### config.mk
export PLATFORM = sky130hd
export DESIGN_NAME = usb_device_control_endpoint_flat
export DESIGN_NICKNAME = d
export VERILOG_FILES = /design/src/sv/udce_pkg.sv /design/src/sv/udce_req_if.sv /design/src/sv/udce_rsp_if.sv /design/src/sv/udce_ram.sv /design/src/sv/usb_device_control_endpoint.sv /design/src/flat_wrapper.sv
export VERILOG_INCLUDE_DIRS = /design/src /design/src/sv
export SDC_FILE = /design/constraint.sdc
export NUM_CORES = 1
export LEC_CHECK = 0
export ABC_AREA = 1
export BUFFER_PORTS_ARGS = -buffer_cell sky130_fd_sc_hd__buf_2
export CELL_PAD_IN_SITES_DETAIL_PLACEMENT = 0
export CELL_PAD_IN_SITES_GLOBAL_PLACEMENT = 1
export CORE_UTILIZATION = 45
export DETAILED_ROUTE_END_ITERATION = 10
export GPL_TIMING_DRIVEN = 0
export PLACE_DENSITY = 0.72
export REMOVE_ABC_BUFFERS = 1
export SETUP_SLACK_MARGIN = 0.3
export SYNTH_ARGS = -nofsm -noshare
export SYNTH_HDL_FRONTEND = slang
export SYNTH_HIERARCHICAL = 1
export SYNTH_SLANG_ARGS = --single-unit
### constraint.sdc
create_clock -name clock -period 10.4 [get_ports clock]
set_input_delay 1.04 -clock clock [delete_from_list [all_inputs] [get_ports clock]]
set_output_delay 1.04 -clock clock [all_outputs]
set_load 0.02 [all_outputs]
### src/sv/usb_device_control_endpoint_assert.svh
// Assertion macros shared by the control endpoint RTL.
// Depends on nothing; included by files that carry concurrent checks.
`ifndef USB_DEVICE_CONTROL_ENDPOINT_ASSERT_SVH
`define USB_DEVICE_CONTROL_ENDPOINT_ASSERT_SVH

// same-cycle implication
`define UDCE_ASSERT_NOW(label, clk, rst, ante, cons) \
   label: assert property (@(posedge clk) disable iff (rst) (ante) |-> (cons)) \
      else $error("udce: check failed");

// next-cycle implication
`define UDCE_ASSERT_NEXT(label, clk, rst, ante, cons) \
   label: assert property (@(posedge clk) disable iff (rst) (ante) |=> (cons)) \
      else $error("udce: check failed");

`endif

### src/sv/udce_pkg.sv
// Package for the USB control endpoint: field widths, codes, table entry types.
// No dependencies.
package udce_pkg;

   localparam int ENDPOINTS_DEFAULT   = 4;
   localparam int DESCRIPTORS_DEFAULT = 8;
   localparam int PACKET_BYTES        = 8;
   localparam int PACKET_SHIFT        = 3;

   localparam int KIND_W    = 3;
   localparam int EP_W      = 2;
   localparam int PAYLOAD_W = 64;
   localparam int SLOT_W    = 3;
   localparam int RESP_W    = 3;
   localparam int PID_W     = 8;
   localparam int ADDR_W    = 16;
   localparam int LEN_W     = 4;
   localparam int DEV_W     = 7;
   localparam int CHUNK_W   = 13;
   localparam int KEY_W     = 32;

   localparam logic [CHUNK_W-1:0] CHUNK_MAX = 13'd8191;

   localparam logic [KIND_W-1:0] KIND_SETUP = 3'd0;
   localparam logic [KIND_W-1:0] KIND_OUT   = 3'd1;
   localparam logic [KIND_W-1:0] KIND_IN    = 3'd2;
   localparam logic [KIND_W-1:0] KIND_DATA  = 3'd3;
   localparam logic [KIND_W-1:0] KIND_ACK   = 3'd4;
   localparam logic [KIND_W-1:0] KIND_LOAD  = 3'd5;

   localparam logic [RESP_W-1:0] RESP_NONE  = 3'd0;
   localparam logic [RESP_W-1:0] RESP_ACK   = 3'd1;
   localparam logic [RESP_W-1:0] RESP_DATA  = 3'd2;
   localparam logic [RESP_W-1:0] RESP_EMPTY = 3'd3;
   localparam logic [RESP_W-1:0] RESP_USER  = 3'd4;

   localparam logic [PID_W-1:0] PID_DATA1 = 8'b0100_1011;
   localparam logic [PID_W-1:0] PID_DATA0 = 8'b1100_0011;
   localparam logic [PID_W-1:0] PID_ACK   = 8'hD2;

   localparam logic [15:0] REQ_DESC_FETCH  = 16'h0680;
   localparam logic [15:0] REQ_SET_ADDRESS = 16'h0500;

   typedef struct packed {
      logic               tog_in;
      logic               tog_out;
      logic [CHUNK_W-1:0] chunk;
      logic [15:0]        length;
      logic [ADDR_W-1:0]  base;
   } ep_entry_type;

   // layout matches the load word: length 63:48, base 47:32, key 31:0
   typedef struct packed {
      logic [15:0]       length;
      logic [ADDR_W-1:0] base;
      logic [KEY_W-1:0]  key;
   } desc_entry_type;

endpackage

### src/sv/udce_req_if.sv
// Input channel of the control endpoint: one decoded bus event per word.
// Depends on udce_pkg.
interface udce_req_if;
   import udce_pkg::*;

   logic                 valid;
   logic                 ready;
   logic [KIND_W-1:0]    kind;
   logic [EP_W-1:0]      endpoint;
   logic                 data_pid;
   logic [PAYLOAD_W-1:0] payload;
   logic [SLOT_W-1:0]    table_slot;

   modport source (output valid, kind, endpoint, data_pid, payload, table_slot,
                   input ready);
   modport sink   (input valid, kind, endpoint, data_pid, payload, table_slot,
                   output ready);
endinterface

### src/sv/udce_rsp_if.sv
// Result channel of the control endpoint: one response word per event.
// Depends on udce_pkg.
interface udce_rsp_if;
   import udce_pkg::*;

   logic              valid;
   logic              ready;
   logic [RESP_W-1:0] response;
   logic [PID_W-1:0]  pid_byte;
   logic [ADDR_W-1:0] source_address;
   logic [LEN_W-1:0]  send_length;
   logic [DEV_W-1:0]  device_address;

   modport source (output valid, response, pid_byte, source_address, send_length,
                   device_address, input ready);
   modport sink   (input valid, response, pid_byte, source_address, send_length,
                   device_address, output ready);
endinterface

### src/sv/udce_ram.sv
// Generic single-port-write, single-port-read RAM with registered read data.
// No dependencies.
module udce_ram #(
   parameter int WIDTH = 8,
   parameter int DEPTH = 4,
   parameter int AW    = (DEPTH > 1) ? $clog2(DEPTH) : 1
) (
   input  logic             clock,
   input  logic             we,
   input  logic [AW-1:0]    waddr,
   input  logic [WIDTH-1:0] wdata,
   input  logic [AW-1:0]    raddr,
   output logic [WIDTH-1:0] rdata
);
   logic [WIDTH-1:0] mem [DEPTH];
   logic [WIDTH-1:0] rdata_ff;

   always_ff @(posedge clock) begin
      if (we) begin
         mem[waddr] <= wdata;
      end
      rdata_ff <= mem[raddr];
   end

   assign rdata = rdata_ff;
endmodule

### src/sv/usb_device_control_endpoint.sv
// An accepted word goes IDLE -> EMIT (OUT, load, ignored kinds) or IDLE -> EXEC -> EMIT
// (SETUP, IN, DATA, ACK); a descriptor-request data stage runs EXEC -> SCAN -> LAST -> EMIT.
// The result is registered when EMIT finds the output free; words are accepted only in IDLE,
// behind the read-modify-write of the endpoint memory and the one-entry-per-cycle descriptor table scan.
// Reset clears control state and the per-entry valid bits; unwritten memory entries
// read as zero, so no clearing pass is needed.
`include "usb_device_control_endpoint_assert.svh"

module usb_device_control_endpoint #(
   parameter int ENDPOINTS   = udce_pkg::ENDPOINTS_DEFAULT,
   parameter int DESCRIPTORS = udce_pkg::DESCRIPTORS_DEFAULT
) (
   input  logic        clock,
   input  logic        reset,
   udce_req_if.sink    req_bus,
   udce_rsp_if.source  rsp_bus
);
   import udce_pkg::*;

   localparam int EP_AW = (ENDPOINTS > 1) ? $clog2(ENDPOINTS) : 1;
   localparam int DS_AW = (DESCRIPTORS > 1) ? $clog2(DESCRIPTORS) : 1;
   localparam int EP_DW = $bits(ep_entry_type);
   localparam int DS_DW = $bits(desc_entry_type);

   typedef enum logic [2:0] {ST_IDLE, ST_EXEC, ST_SCAN, ST_LAST, ST_EMIT} state_type;

   // control state
   state_type            state_ff, state_in;
   logic                 rsp_valid_ff, rsp_valid_in;
   logic [EP_AW-1:0]     active_ff, active_in;
   logic                 pending_ff, pending_in;
   logic [DEV_W-1:0]     dev_addr_ff, dev_addr_in;
   logic [ENDPOINTS-1:0] ep_valid_ff, ep_valid_in;
   logic [DESCRIPTORS-1:0] ds_valid_ff, ds_valid_in;

   // item and working registers
   logic [KIND_W-1:0]    kind_ff, kind_in;
   logic [EP_AW-1:0]     ep_ff, ep_in;
   logic                 dpid_ff, dpid_in;
   logic [PAYLOAD_W-1:0] payload_ff, payload_in;
   logic                 tin_ff, tin_in;
   logic                 tout_ff, tout_in;
   logic [ADDR_W-1:0]    fbase_ff, fbase_in;
   logic [15:0]          flen_ff, flen_in;
   logic [DS_AW-1:0]     scan_ff, scan_in;
   logic                 rd_pend_ff, rd_pend_in;
   logic [DS_AW-1:0]     rd_idx_ff, rd_idx_in;
   logic [RESP_W-1:0]    res_resp_ff, res_resp_in;
   logic [PID_W-1:0]     res_pid_ff, res_pid_in;
   logic [ADDR_W-1:0]    res_addr_ff, res_addr_in;
   logic [LEN_W-1:0]     res_len_ff, res_len_in;

   // output word
   logic [RESP_W-1:0]    out_resp_ff, out_resp_in;
   logic [PID_W-1:0]     out_pid_ff, out_pid_in;
   logic [ADDR_W-1:0]    out_addr_ff, out_addr_in;
   logic [LEN_W-1:0]     out_len_ff, out_len_in;
   logic [DEV_W-1:0]     out_dev_ff, out_dev_in;

   // memory ports
   logic                 ep_we;
   logic [EP_AW-1:0]     ep_raddr;
   ep_entry_type         ep_wdata;
   logic [EP_DW-1:0]     ep_rdata;
   logic                 ds_we;
   logic [DS_DW-1:0]     ds_rdata;

   logic                 req_fire;
   logic                 out_free;
   logic                 ep_ok;
   logic                 slot_ok;
   logic [EP_AW-1:0]     ep_idx;
   ep_entry_type         ep_ent;
   desc_entry_type       ds_ent;
   desc_entry_type       ds_final;
   logic                 hit;
   logic                 is_get_desc;
   logic                 is_set_addr;
   logic [ADDR_W-1:0]    offset;
   logic [15:0]          remain;

   assign req_bus.ready = (state_ff == ST_IDLE);
   assign req_fire      = req_bus.valid && req_bus.ready;
   assign out_free      = !rsp_valid_ff || rsp_bus.ready;
   assign ep_ok         = int'(req_bus.endpoint) < ENDPOINTS;
   assign slot_ok       = int'(req_bus.table_slot) < DESCRIPTORS;
   assign ep_idx        = EP_AW'(req_bus.endpoint);

   // DATA and ACK act on the endpoint of the last token
   assign ep_raddr = (req_bus.kind == KIND_DATA || req_bus.kind == KIND_ACK) ?
                     active_ff : ep_idx;
   assign ep_ent   = ep_valid_ff[ep_ff] ? ep_entry_type'(ep_rdata) : '0;
   assign ds_we    = req_fire && req_bus.kind == KIND_LOAD && slot_ok;
   assign ds_ent   = ds_valid_ff[rd_idx_ff] ? desc_entry_type'(ds_rdata) : '0;
   assign hit      = rd_pend_ff && ds_ent.key == payload_ff[47:16];
   assign ds_final = hit ? ds_ent
                         : desc_entry_type'{length: flen_ff, base: fbase_ff, key: '0};

   assign is_get_desc = payload_ff[15:1] == REQ_DESC_FETCH[15:1];
   assign is_set_addr = payload_ff[15:1] == REQ_SET_ADDRESS[15:1];
   assign offset      = ADDR_W'(ep_ent.chunk) << PACKET_SHIFT;
   assign remain      = ep_ent.length - offset;

   udce_ram #(.WIDTH(EP_DW), .DEPTH(ENDPOINTS)) u_ep_ram (
      .clock (clock),
      .we    (ep_we),
      .waddr (ep_ff),
      .wdata (ep_wdata),
      .raddr (ep_raddr),
      .rdata (ep_rdata)
   );

   udce_ram #(.WIDTH(DS_DW), .DEPTH(DESCRIPTORS)) u_desc_ram (
      .clock (clock),
      .we    (ds_we),
      .waddr (DS_AW'(req_bus.table_slot)),
      .wdata (req_bus.payload),
      .raddr (scan_ff),
      .rdata (ds_rdata)
   );

   always_comb begin
      state_in     = state_ff;
      rsp_valid_in = rsp_valid_ff && !rsp_bus.ready;
      active_in    = active_ff;
      pending_in   = pending_ff;
      dev_addr_in  = dev_addr_ff;
      ep_valid_in  = ep_valid_ff;
      ds_valid_in  = ds_valid_ff;
      kind_in      = kind_ff;
      ep_in        = ep_ff;
      dpid_in      = dpid_ff;
      payload_in   = payload_ff;
      tin_in       = tin_ff;
      tout_in      = tout_ff;
      fbase_in     = fbase_ff;
      flen_in      = flen_ff;
      scan_in      = scan_ff;
      rd_pend_in   = rd_pend_ff;
      rd_idx_in    = rd_idx_ff;
      res_resp_in  = res_resp_ff;
      res_pid_in   = res_pid_ff;
      res_addr_in  = res_addr_ff;
      res_len_in   = res_len_ff;
      out_resp_in  = out_resp_ff;
      out_pid_in   = out_pid_ff;
      out_addr_in  = out_addr_ff;
      out_len_in   = out_len_ff;
      out_dev_in   = out_dev_ff;
      ep_we        = 1'b0;
      ep_wdata     = ep_ent;

      case (state_ff)
         ST_IDLE: begin
            if (req_fire) begin
               kind_in     = req_bus.kind;
               ep_in       = ep_raddr;
               dpid_in     = req_bus.data_pid;
               payload_in  = req_bus.payload;
               res_resp_in = RESP_NONE;
               res_pid_in  = '0;
               res_addr_in = '0;
               res_len_in  = '0;
               state_in    = ST_EMIT;
               case (req_bus.kind)
                  KIND_SETUP: begin
                     if (ep_ok) begin
                        state_in = ST_EXEC;
                     end
                  end
                  KIND_OUT: begin
                     if (ep_ok) begin
                        active_in = ep_idx;
                     end
                  end
                  KIND_IN: begin
                     if (ep_ok) begin
                        active_in = ep_idx;
                        state_in  = ST_EXEC;
                     end
                  end
                  KIND_DATA, KIND_ACK: begin
                     state_in = ST_EXEC;
                  end
                  KIND_LOAD: begin
                     if (slot_ok) begin
                        ds_valid_in[DS_AW'(req_bus.table_slot)] = 1'b1;
                     end
                  end
                  default: begin
                  end
               endcase
            end
         end

         ST_EXEC: begin
            state_in = ST_EMIT;
            case (kind_ff)
               KIND_SETUP: begin
                  active_in        = ep_ff;
                  pending_in       = 1'b1;
                  ep_wdata.tog_in  = 1'b1;
                  ep_wdata.tog_out = 1'b0;
                  ep_wdata.chunk   = '0;
                  ep_wdata.base    = '0;
                  ep_we            = 1'b1;
               end
               KIND_IN: begin
                  res_pid_in = ep_ent.tog_in ? PID_DATA1 : PID_DATA0;
                  if (ep_ff != '0) begin
                     res_resp_in = RESP_USER;
                  end else if (ep_ent.length <= offset) begin
                     res_resp_in = RESP_EMPTY;
                  end else begin
                     res_resp_in = RESP_DATA;
                     res_addr_in = ep_ent.base + offset;
                     res_len_in  = (remain > 16'(PACKET_BYTES)) ? LEN_W'(PACKET_BYTES)
                                                                : remain[LEN_W-1:0];
                  end
               end
               KIND_ACK: begin
                  ep_wdata.tog_in = !ep_ent.tog_in;
                  if (ep_ent.chunk != CHUNK_MAX) begin
                     ep_wdata.chunk = ep_ent.chunk + CHUNK_W'(1);
                  end
                  ep_we = 1'b1;
               end
               KIND_DATA: begin
                  res_resp_in = RESP_ACK;
                  res_pid_in  = PID_ACK;
                  if (ep_ent.tog_out == dpid_ff) begin
                     ep_wdata.tog_out = !ep_ent.tog_out;
                     ep_we            = 1'b1;
                     if (pending_ff) begin
                        pending_in      = 1'b0;
                        ep_wdata.chunk  = '0;
                        ep_wdata.base   = '0;
                        ep_wdata.length = '0;
                        if (is_get_desc) begin
                           // write back after the table scan
                           ep_we      = 1'b0;
                           tin_in     = ep_ent.tog_in;
                           tout_in    = !ep_ent.tog_out;
                           fbase_in   = '0;
                           flen_in    = '0;
                           scan_in    = '0;
                           rd_pend_in = 1'b0;
                           state_in   = ST_SCAN;
                        end else if (is_set_addr) begin
                           dev_addr_in = payload_ff[16 +: DEV_W];
                        end
                     end
                  end
               end
               default: begin
               end
            endcase
         end

         ST_SCAN: begin
            if (hit) begin
               fbase_in = ds_ent.base;
               flen_in  = ds_ent.length;
            end
            rd_pend_in = 1'b1;
            rd_idx_in  = scan_ff;
            scan_in    = scan_ff + DS_AW'(1);
            if (scan_ff == DS_AW'(DESCRIPTORS - 1)) begin
               state_in = ST_LAST;
            end
         end

         ST_LAST: begin
            ep_wdata.tog_in  = tin_ff;
            ep_wdata.tog_out = tout_ff;
            ep_wdata.chunk   = '0;
            ep_wdata.base    = ds_final.base;
            ep_wdata.length  = (payload_ff[63:48] < ds_final.length) ? payload_ff[63:48]
                                                                     : ds_final.length;
            ep_we            = 1'b1;
            state_in         = ST_EMIT;
         end

         ST_EMIT: begin
            if (out_free) begin
               rsp_valid_in = 1'b1;
               out_resp_in  = res_resp_ff;
               out_pid_in   = res_pid_ff;
               out_addr_in  = res_addr_ff;
               out_len_in   = res_len_ff;
               out_dev_in   = dev_addr_ff;
               state_in     = ST_IDLE;
            end
         end

         default: begin
            state_in = ST_IDLE;
         end
      endcase

      if (ep_we) begin
         ep_valid_in[ep_ff] = 1'b1;
      end
   end

   always_ff @(posedge clock) begin
      if (reset) begin
         state_ff     <= ST_IDLE;
         rsp_valid_ff <= 1'b0;
         active_ff    <= '0;
         pending_ff   <= 1'b0;
         dev_addr_ff  <= '0;
         ep_valid_ff  <= '0;
         ds_valid_ff  <= '0;
         out_resp_ff  <= '0;
         out_pid_ff   <= '0;
         out_addr_ff  <= '0;
         out_len_ff   <= '0;
         out_dev_ff   <= '0;
      end else begin
         state_ff     <= state_in;
         rsp_valid_ff <= rsp_valid_in;
         active_ff    <= active_in;
         pending_ff   <= pending_in;
         dev_addr_ff  <= dev_addr_in;
         ep_valid_ff  <= ep_valid_in;
         ds_valid_ff  <= ds_valid_in;
         out_resp_ff  <= out_resp_in;
         out_pid_ff   <= out_pid_in;
         out_addr_ff  <= out_addr_in;
         out_len_ff   <= out_len_in;
         out_dev_ff   <= out_dev_in;
      end
   end

   always_ff @(posedge clock) begin
      kind_ff     <= kind_in;
      ep_ff       <= ep_in;
      dpid_ff     <= dpid_in;
      payload_ff  <= payload_in;
      tin_ff      <= tin_in;
      tout_ff     <= tout_in;
      fbase_ff    <= fbase_in;
      flen_ff     <= flen_in;
      scan_ff     <= scan_in;
      rd_pend_ff  <= rd_pend_in;
      rd_idx_ff   <= rd_idx_in;
      res_resp_ff <= res_resp_in;
      res_pid_ff  <= res_pid_in;
      res_addr_ff <= res_addr_in;
      res_len_ff  <= res_len_in;
   end

   assign rsp_bus.valid          = rsp_valid_ff;
   assign rsp_bus.response       = out_resp_ff;
   assign rsp_bus.pid_byte       = out_pid_ff;
   assign rsp_bus.source_address = out_addr_ff;
   assign rsp_bus.send_length    = out_len_ff;
   assign rsp_bus.device_address = out_dev_ff;

   `UDCE_ASSERT_NEXT(a_accept_leaves_idle, clock, reset, req_fire, state_ff != ST_IDLE)
   `UDCE_ASSERT_NOW(a_desc_write_on_load, clock, reset, ds_we,
                    req_fire && req_bus.kind == KIND_LOAD)
   `UDCE_ASSERT_NOW(a_ep_write_when_busy, clock, reset, ep_we,
                    state_ff == ST_EXEC || state_ff == ST_LAST)
   `UDCE_ASSERT_NOW(a_none_is_quiet, clock, reset, rsp_valid_ff && out_resp_ff == RESP_NONE,
                    out_pid_ff == '0 && out_len_ff == '0)
   `UDCE_ASSERT_NEXT(a_emit_loads_word, clock, reset, state_ff == ST_EMIT && out_free,
                     rsp_valid_ff && state_ff == ST_IDLE)

endmodule
### src/flat_wrapper.sv
// flat-port wrapper written by rule: the top's interface ports become plain ports
module usb_device_control_endpoint_flat import udce_pkg::*;
#(
   parameter int ENDPOINTS   = udce_pkg::ENDPOINTS_DEFAULT,
   parameter int DESCRIPTORS = udce_pkg::DESCRIPTORS_DEFAULT
)
  (clock, reset, req_bus_valid, req_bus_kind, req_bus_endpoint, req_bus_data_pid, req_bus_payload, req_bus_table_slot, req_bus_ready, rsp_bus_valid, rsp_bus_response, rsp_bus_pid_byte, rsp_bus_source_address, rsp_bus_send_length, rsp_bus_device_address, rsp_bus_ready);
  udce_req_if req_bus_i ();
  udce_rsp_if rsp_bus_i ();
  input  logic clock;
  input  logic reset;
  input wire logic [$bits(req_bus_i.valid)-1:0] req_bus_valid;
  input wire logic [$bits(req_bus_i.kind)-1:0] req_bus_kind;
  input wire logic [$bits(req_bus_i.endpoint)-1:0] req_bus_endpoint;
  input wire logic [$bits(req_bus_i.data_pid)-1:0] req_bus_data_pid;
  input wire logic [$bits(req_bus_i.payload)-1:0] req_bus_payload;
  input wire logic [$bits(req_bus_i.table_slot)-1:0] req_bus_table_slot;
  output wire logic [$bits(req_bus_i.ready)-1:0] req_bus_ready;
  output wire logic [$bits(rsp_bus_i.valid)-1:0] rsp_bus_valid;
  output wire logic [$bits(rsp_bus_i.response)-1:0] rsp_bus_response;
  output wire logic [$bits(rsp_bus_i.pid_byte)-1:0] rsp_bus_pid_byte;
  output wire logic [$bits(rsp_bus_i.source_address)-1:0] rsp_bus_source_address;
  output wire logic [$bits(rsp_bus_i.send_length)-1:0] rsp_bus_send_length;
  output wire logic [$bits(rsp_bus_i.device_address)-1:0] rsp_bus_device_address;
  input wire logic [$bits(rsp_bus_i.ready)-1:0] rsp_bus_ready;
  assign req_bus_i.valid = req_bus_valid;
  assign req_bus_i.kind = req_bus_kind;
  assign req_bus_i.endpoint = req_bus_endpoint;
  assign req_bus_i.data_pid = req_bus_data_pid;
  assign req_bus_i.payload = req_bus_payload;
  assign req_bus_i.table_slot = req_bus_table_slot;
  assign req_bus_ready = req_bus_i.ready;
  assign rsp_bus_valid = rsp_bus_i.valid;
  assign rsp_bus_response = rsp_bus_i.response;
  assign rsp_bus_pid_byte = rsp_bus_i.pid_byte;
  assign rsp_bus_source_address = rsp_bus_i.source_address;
  assign rsp_bus_send_length = rsp_bus_i.send_length;
  assign rsp_bus_device_address = rsp_bus_i.device_address;
  assign rsp_bus_i.ready = rsp_bus_ready;
  usb_device_control_endpoint #(.ENDPOINTS(ENDPOINTS), .DESCRIPTORS(DESCRIPTORS)) u_core (.clock(clock), .reset(reset), .req_bus(req_bus_i), .rsp_bus(rsp_bus_i));
endmodule
# Word level (Yosys, flattened, before mapping)
# Memory sizes are Yosys's and may differ from the RTL's. A register that Yosys moved wholly into a read port is not among the register bits.
# Index checks and enable logic that the tools add are counted.
dict set report word_totals {
  n_memories 2
  mem_bits_rw 700
  ff_bits 206
}
# memory depth width rd rd_ports_with_merged_regs write_ports line
set memory_table {}
lappend memory_table {u_core.u_desc_ram.mem 8 64 1 1 1 udce_ram.sv:15} ;# logic [WIDTH-1:0] mem [DEPTH];
lappend memory_table {u_core.u_ep_ram.mem 4 47 1 1 1 udce_ram.sv:15}
dict set report classes {
  bitwise_logic 3
  n_lt_le_gt_ge 8
  add_sub_neg 4
  reduce_logical 34
  muxes 86
  eq_ne 33
}
# op count
set op_table {}
lappend op_table {{2-to-1 mux 16 bit} 12}
lappend op_table {{2-to-1 mux 64 bit} 2}
lappend op_table {{one-hot mux 16 bit (2 select lines)} 4}
lappend op_table {{one-hot mux 47 bit (2 select lines)} 1}
lappend op_table {{2-to-1 mux 47 bit} 1}
lappend op_table {{2-to-1 mux 46 bit} 1}
lappend op_table {{2-to-1 mux 45 bit} 1}
lappend op_table {{2-to-1 mux 3 bit} 14}
lappend op_table {{one-hot mux 13 bit (3 select lines)} 1}
lappend op_table {{equality test 32 bit} 1}
lappend op_table {{one-hot mux 8 bit (2 select lines)} 2}
lappend op_table {{equality test 15 x 10 -> 1 bit, second input constant} 2}
lappend op_table {{2-to-1 mux 4 bit} 5}
lappend op_table {{2-to-1 mux 1 bit} 19}
lappend op_table {{equality test 3 x 2 -> 1 bit, second input constant} 6}
lappend op_table {{!= test 2 x 1 -> 1 bit, second input constant} 9}
lappend op_table {{one-hot mux 3 bit (2 select lines)} 3}
lappend op_table {{adder 16 bit} 1}
lappend op_table {{greater-than comparator 16 x 4 -> 1 bit, second input constant} 1}
lappend op_table {{less-or-equal comparator 16 bit} 1}
lappend op_table {{less-than comparator 16 bit} 1}
lappend op_table {{2-to-1 mux 8 bit} 2}
lappend op_table {{subtractor 16 bit} 1}
lappend op_table {{equality test 3 bit, second input constant} 5}
lappend op_table {{other kinds (36)} 72}

# Longest topological paths before layout
dict set report depth {
  ltp_word 10
  depth_mapped 30
}

# By module
# Netlist, hierarchy kept.
# mod instances area_per_inst_um2 seq_area_each_um2 cells_each
set by_module_without_submodules {}
lappend by_module_without_submodules {{udce_ram at u_core.u_desc_ram} 1 23657.7 16656.0 2294}
lappend by_module_without_submodules {usb_device_control_endpoint 1 11568.6 5365.1 1445}
lappend by_module_without_submodules {{udce_ram at u_core.u_ep_ram} 1 8888.5 6586.3 792}

# Worst setup path before layout
# Ideal clock, no wire load.
dict set report synth_path {
  path_type {input-to-reg}
  from {in req_bus_valid}
  to {mem u_core/u_desc_ram/mem[1][0] in the netlist's numbering (enable)}
  path_buffers 0
  arrival_ns 7.672
  cell_stages 6
  setup_slack_ns 2.241
  path_cell_list {inv_1 nor2_1 inv_1 nor3_1 nand2_1 nor2_1}
}
dict set report synth_via {
  elab_chain_cells 4
}
# element line
set synth_rtl {}
lappend synth_rtl {{start: declaration} flat_wrapper.sv:12} ;# input wire logic [$bits(req_bus_i.valid)-1:0] req_bus_valid;
lappend synth_rtl {{logical AND 1 bit} usb_device_control_endpoint.sv:83} ;# assign req_fire = req_bus.valid && req_bus.ready;
lappend synth_rtl {{logical AND 1 bit} usb_device_control_endpoint.sv:93} ;# assign ds_we = req_fire && req_bus.kind == KIND_LOAD && slot_ok;
lappend synth_rtl {{named net u_core.ds_we} usb_device_control_endpoint.sv:65} ;# logic ds_we;
lappend synth_rtl {{2-to-1 mux 1 bit} udce_ram.sv:19} ;# if (we) begin
lappend synth_rtl {{2-to-1 mux 1 bit (implied by the code)} udce_ram.sv:20} ;# mem[waddr] <= wdata;
lappend synth_rtl {{end: declaration} udce_ram.sv:15}
# The timed path passes the listed nets, and every way through them passes these cells.

==> results.cfg <==
[drt]
drc = 7
first_pass_iters = 9
via_per_inst = 4.82
finalWirelength_um = 105000
antenna_left = 0
vias = 29000
post_drt_wl_per_cell_um = 17.5
drt-initial-drc-count = 1630

[grt]
antenna_found_initial = 13
grt_remaining_overflow = 0
grt_pass1_vias = 27700
grt_max_degree = 133
use_met1_pct = 27.4
grt.busiest_layer = met2
grt_pass1_wl_um = 162000
track_usage_pct = 21.5
grt.met2_usage_pct = 37.4
use_met3_pct = 3.35

[sta]
rsz0062_at_grt = false
holdWs_ns = 0.454
tns_ns = 0
tightest_slew_ns = 1.37
finalSetupViolCount = 0
skew_ns = 0.0439
slew_violations = 0
fin_crit_sh_pct = 65.0
max_slew_margin_pct = 8.39
max_freq_mhz = 148
hold_violations = 0
layout_min_cycle_time_ns = 6.76

[critical_path]
path_delay_family = simple AND/OR/NAND/NOR gates
cp.arrival_ns = 7.14
worstPathCellList = nand2_1 -> nand3_1 -> nand3_2 -> nand2_2 -> inv_2 -> nand3_1 -> nand2_1 -> nand2_1 -> nor2_1 -> nand3_1 -> nor2_4 -> buf_12 -> nand2_1 -> o21ai_0 -> ha_1 -> nand4_1 -> a31oi_1 -> a2111oi_4 -> buf_6 -> nand3_1 -> nand3_1 -> nand2_1
worst-setup-path-type = flop to flop
critPathSlowestCell = inv_2
r2r_cells = 22
start_kind = flop
slowest_delay_ns = 0.92
cp.depth = 22
critPathLaunch = u_core/rd_idx_ff[0]$_DFFE_PP_
cp-end-kind = flop
r2r_end = u_core/u_ep_ram/mem[2][30]$_DFFE_PP_
worst-path-buf-inv = 3
timing.rr.start = u_core/rd_idx_ff[0]$_DFFE_PP_
ff2ff_setup_slack_ns = 3.64
cp_data_required_time_ns = 10.78
critPathMaxFanout = 53
crit_path_end = u_core/u_ep_ram/mem[2][30]$_DFFE_PP_

[cts]
root_buffer = clkbuf_16
clk_latency_ns = 0.70
postCtsHoldBufs = 0
cts_tree = built
cts_sinks = 1010
cts_htree_levels = 3
cts_resized = 0
clk_path_buf_depth = 3
cts_buffers = 108
cts_setup_buffers = 0
cts.clk_slew.worst_paths_ns = 0.06

[placed_design]
io_buffers = 114
gp_congestion = 0.822
hpwl_um = 68400

[synthesis]
synth_cell_types = 47
ys_async_sr_fraction_pct = 0
synth_area_um2 = 44100
syn_area_per_cell_um2 = 9.74
synth_seq_cells = 1010
synth_cells = 4531
yosysSeqAreaShare_pct = 64.8
ys_warn_count = 6
synth-main-ff-cell = edfxtp_1
synth-edff-count = 838

[final_layout]
seq_area_um2 = 28600
final_cell_mix = 1,376 x nand2_1, 895 x inv_1, 838 x edfxtp_1, 440 x nand3_1, 171 x dfxtp_1
syn_to_final_growth_pct = 14.7
fin_nets = 4766
fillers = 8538
multi_input_area_um2 = 11100
layout_commonest_cell = nand2_1
drive_gt1_share_pct = 9.14

[power]
p_leak_nw = 22.4
p_comb_share_pct = 4.4
sequentialPowerShare_pct = 52.0
powerDensity_nw_per_um2 = 171
internal_power_w = 0.00679
vdd_drop_max_uv = 151
clockPowerShare_pct = 43.6
power.switching_w = 0.00186
p_sw_share_pct = 21.5

[worst_hold_path]
worstHoldPathCells = 2
min_path_type = flop to flop

[run]
cap_violations = 0

[die]
die_h_um = 315
die-area_um2 = 99300
start_util_pct = 45.5
row_count = 114
io_pins = 117
core_um2 = 96900
die_w_um = 315

[status]
outcome = finished with violations
failed_checks = DRC
-- per-stage QoR --
| stage | cell area, um2 | worst slack [ns] | power [W] | cells | utilization [%] |
|---|---|---|---|---|---|
| CTS | 50600 | 3.68 | 0.00875 | 6015 | 52.3 |
| finish | 50600 | 3.64 | 0.00865 | 6018 | 52.3 |
| floorplan | 42900 | 1.53 | 0.00478 | 4333 | - |
| global placement | 45100 | -9.20 | 0.00494 | 5723 | 46.6 |
| detailed placement | 47000 | 3.74 | 0.00497 | 5810 | 48.6 |
| global route | 50600 | 3.24 | 0.00895 | 6018 | 52.3 |
-- power by group through the flow --
stage / registers [W] / clock network (W) / logic, W
detailed placement: 0.00458 / 0 / 0.000384
global route: 0.00450 / 0.00402 / 0.000426
global placement: 0.00460 / 0 / 0.000349
CTS: 0.00450 / 0.00386 / 0.000385
finish: 0.00450 / 0.00378 / 0.000379
floorplan: 0.00459 / 0 / 0.000197
-- kinds of logic after synthesis --
group / Yosys count / synth area share (%)
other: 1 / 0.00850
XOR/XNOR: 12 / 0.238
AND/OR/NAND/NOR: 2103 / 20.0
flip-flops: 1010 / 64.8
AO/OA/AOI/OAI: 255 / 3.20
buffers and inverters: 1103 / 10.4
adder cells (fa/ha/maj): 45 / 1.31
multiplexers: 2 / 0.0510
-- how the worst min path moves through the flow --
stage	startpoint	to	slack (ns)
2_1_floorplan	u_core/ep_valid_ff[0]$_SDFFE_PP0P_	u_core/ep_valid_ff[0]$_SDFFE_PP0P_	0.42
3_3_place_gp	u_core/ep_valid_ff[0]$_SDFFE_PP0P_	u_core/ep_valid_ff[0]$_SDFFE_PP0P_	0.44
3_5_place_dp	u_core/ep_valid_ff[1]$_SDFFE_PP0P_	u_core/ep_valid_ff[1]$_SDFFE_PP0P_	0.45
4_1_cts	u_core/ep_valid_ff[1]$_SDFFE_PP0P_	u_core/ep_valid_ff[1]$_SDFFE_PP0P_	0.46
5_1_grt	u_core/rsp_bus.source_address[4]$_SDFFE_PP0P_	u_core/rsp_bus.source_address[4]$_SDFFE_PP0P_	0.47
6_report	u_core/ep_valid_ff[1]$_SDFFE_PP0P_	u_core/ep_valid_ff[1]$_SDFFE_PP0P_	0.45
-- layer usage --
metal / vias to the layer above / share of wire, %
li1: 14700 / -
met1: 13600 / 43
met2: 520 / 50
met3: 185 / 4.0
met4: 10 / 2.9
met5: - / 0.059
-- worst min-delay path: cells and delay by family, from the launching register on --
kind / cells / cell delay (ns)
buf+inv: 1 / 0.05
flops: 1 / 0.31
compound gates: 1 / 0.05
-- state kept, by name (all words and copies together) (netlist names), 4 cells and up --
name,cells
u_core/fbase_ff,16
u_core/flen_ff,16
u_core/ep_valid_ff,4
u_core/rsp_bus.send_length,4
u_core/dev_addr_ff,7
u_core/u_ep_ram/rdata,47
u_core/res_addr_ff,16
u_core/res_pid_ff,5
u_core/u_desc_ram/mem,512
u_core/rsp_bus.source_address,16
u_core/rsp_bus.device_address,7
u_core/res_len_ff,4
u_core/u_desc_ram/rdata,64
u_core/ds_valid_ff,8
u_core/rsp_bus.pid_byte,5
u_core/payload_ff,63
u_core/u_ep_ram/mem,188
-- cell usage after synthesis (31+ instances only) --
master    number  share of area (%)
dfxtp_1      172                7.8
buf_2         76               0.86
a21oi_1      107                1.2
buf_6         31               0.79
inv_1        898                7.6
nand4_1       62               0.88
nand3_1      441                5.0
nor2_1       155                1.3
ha_1          43                1.2
edfxtp_1     838                 57
o21ai_0       89                1.0
clkbuf_1      53               0.45
nand2_1     1377                 12
-- final cells by class --
cell class              instances  area share (%)
flip-flops and latches       1010            56.5
multi-input cells            2419            21.9
inverters                     904            6.74
clock buffers                 152            6.03
repair buffers                201            4.66
well taps                    1276            3.15
clock inverters                53            1.01
diodes                          3          0.0148
Note: power is estimated with default switching activity, not from simulation.
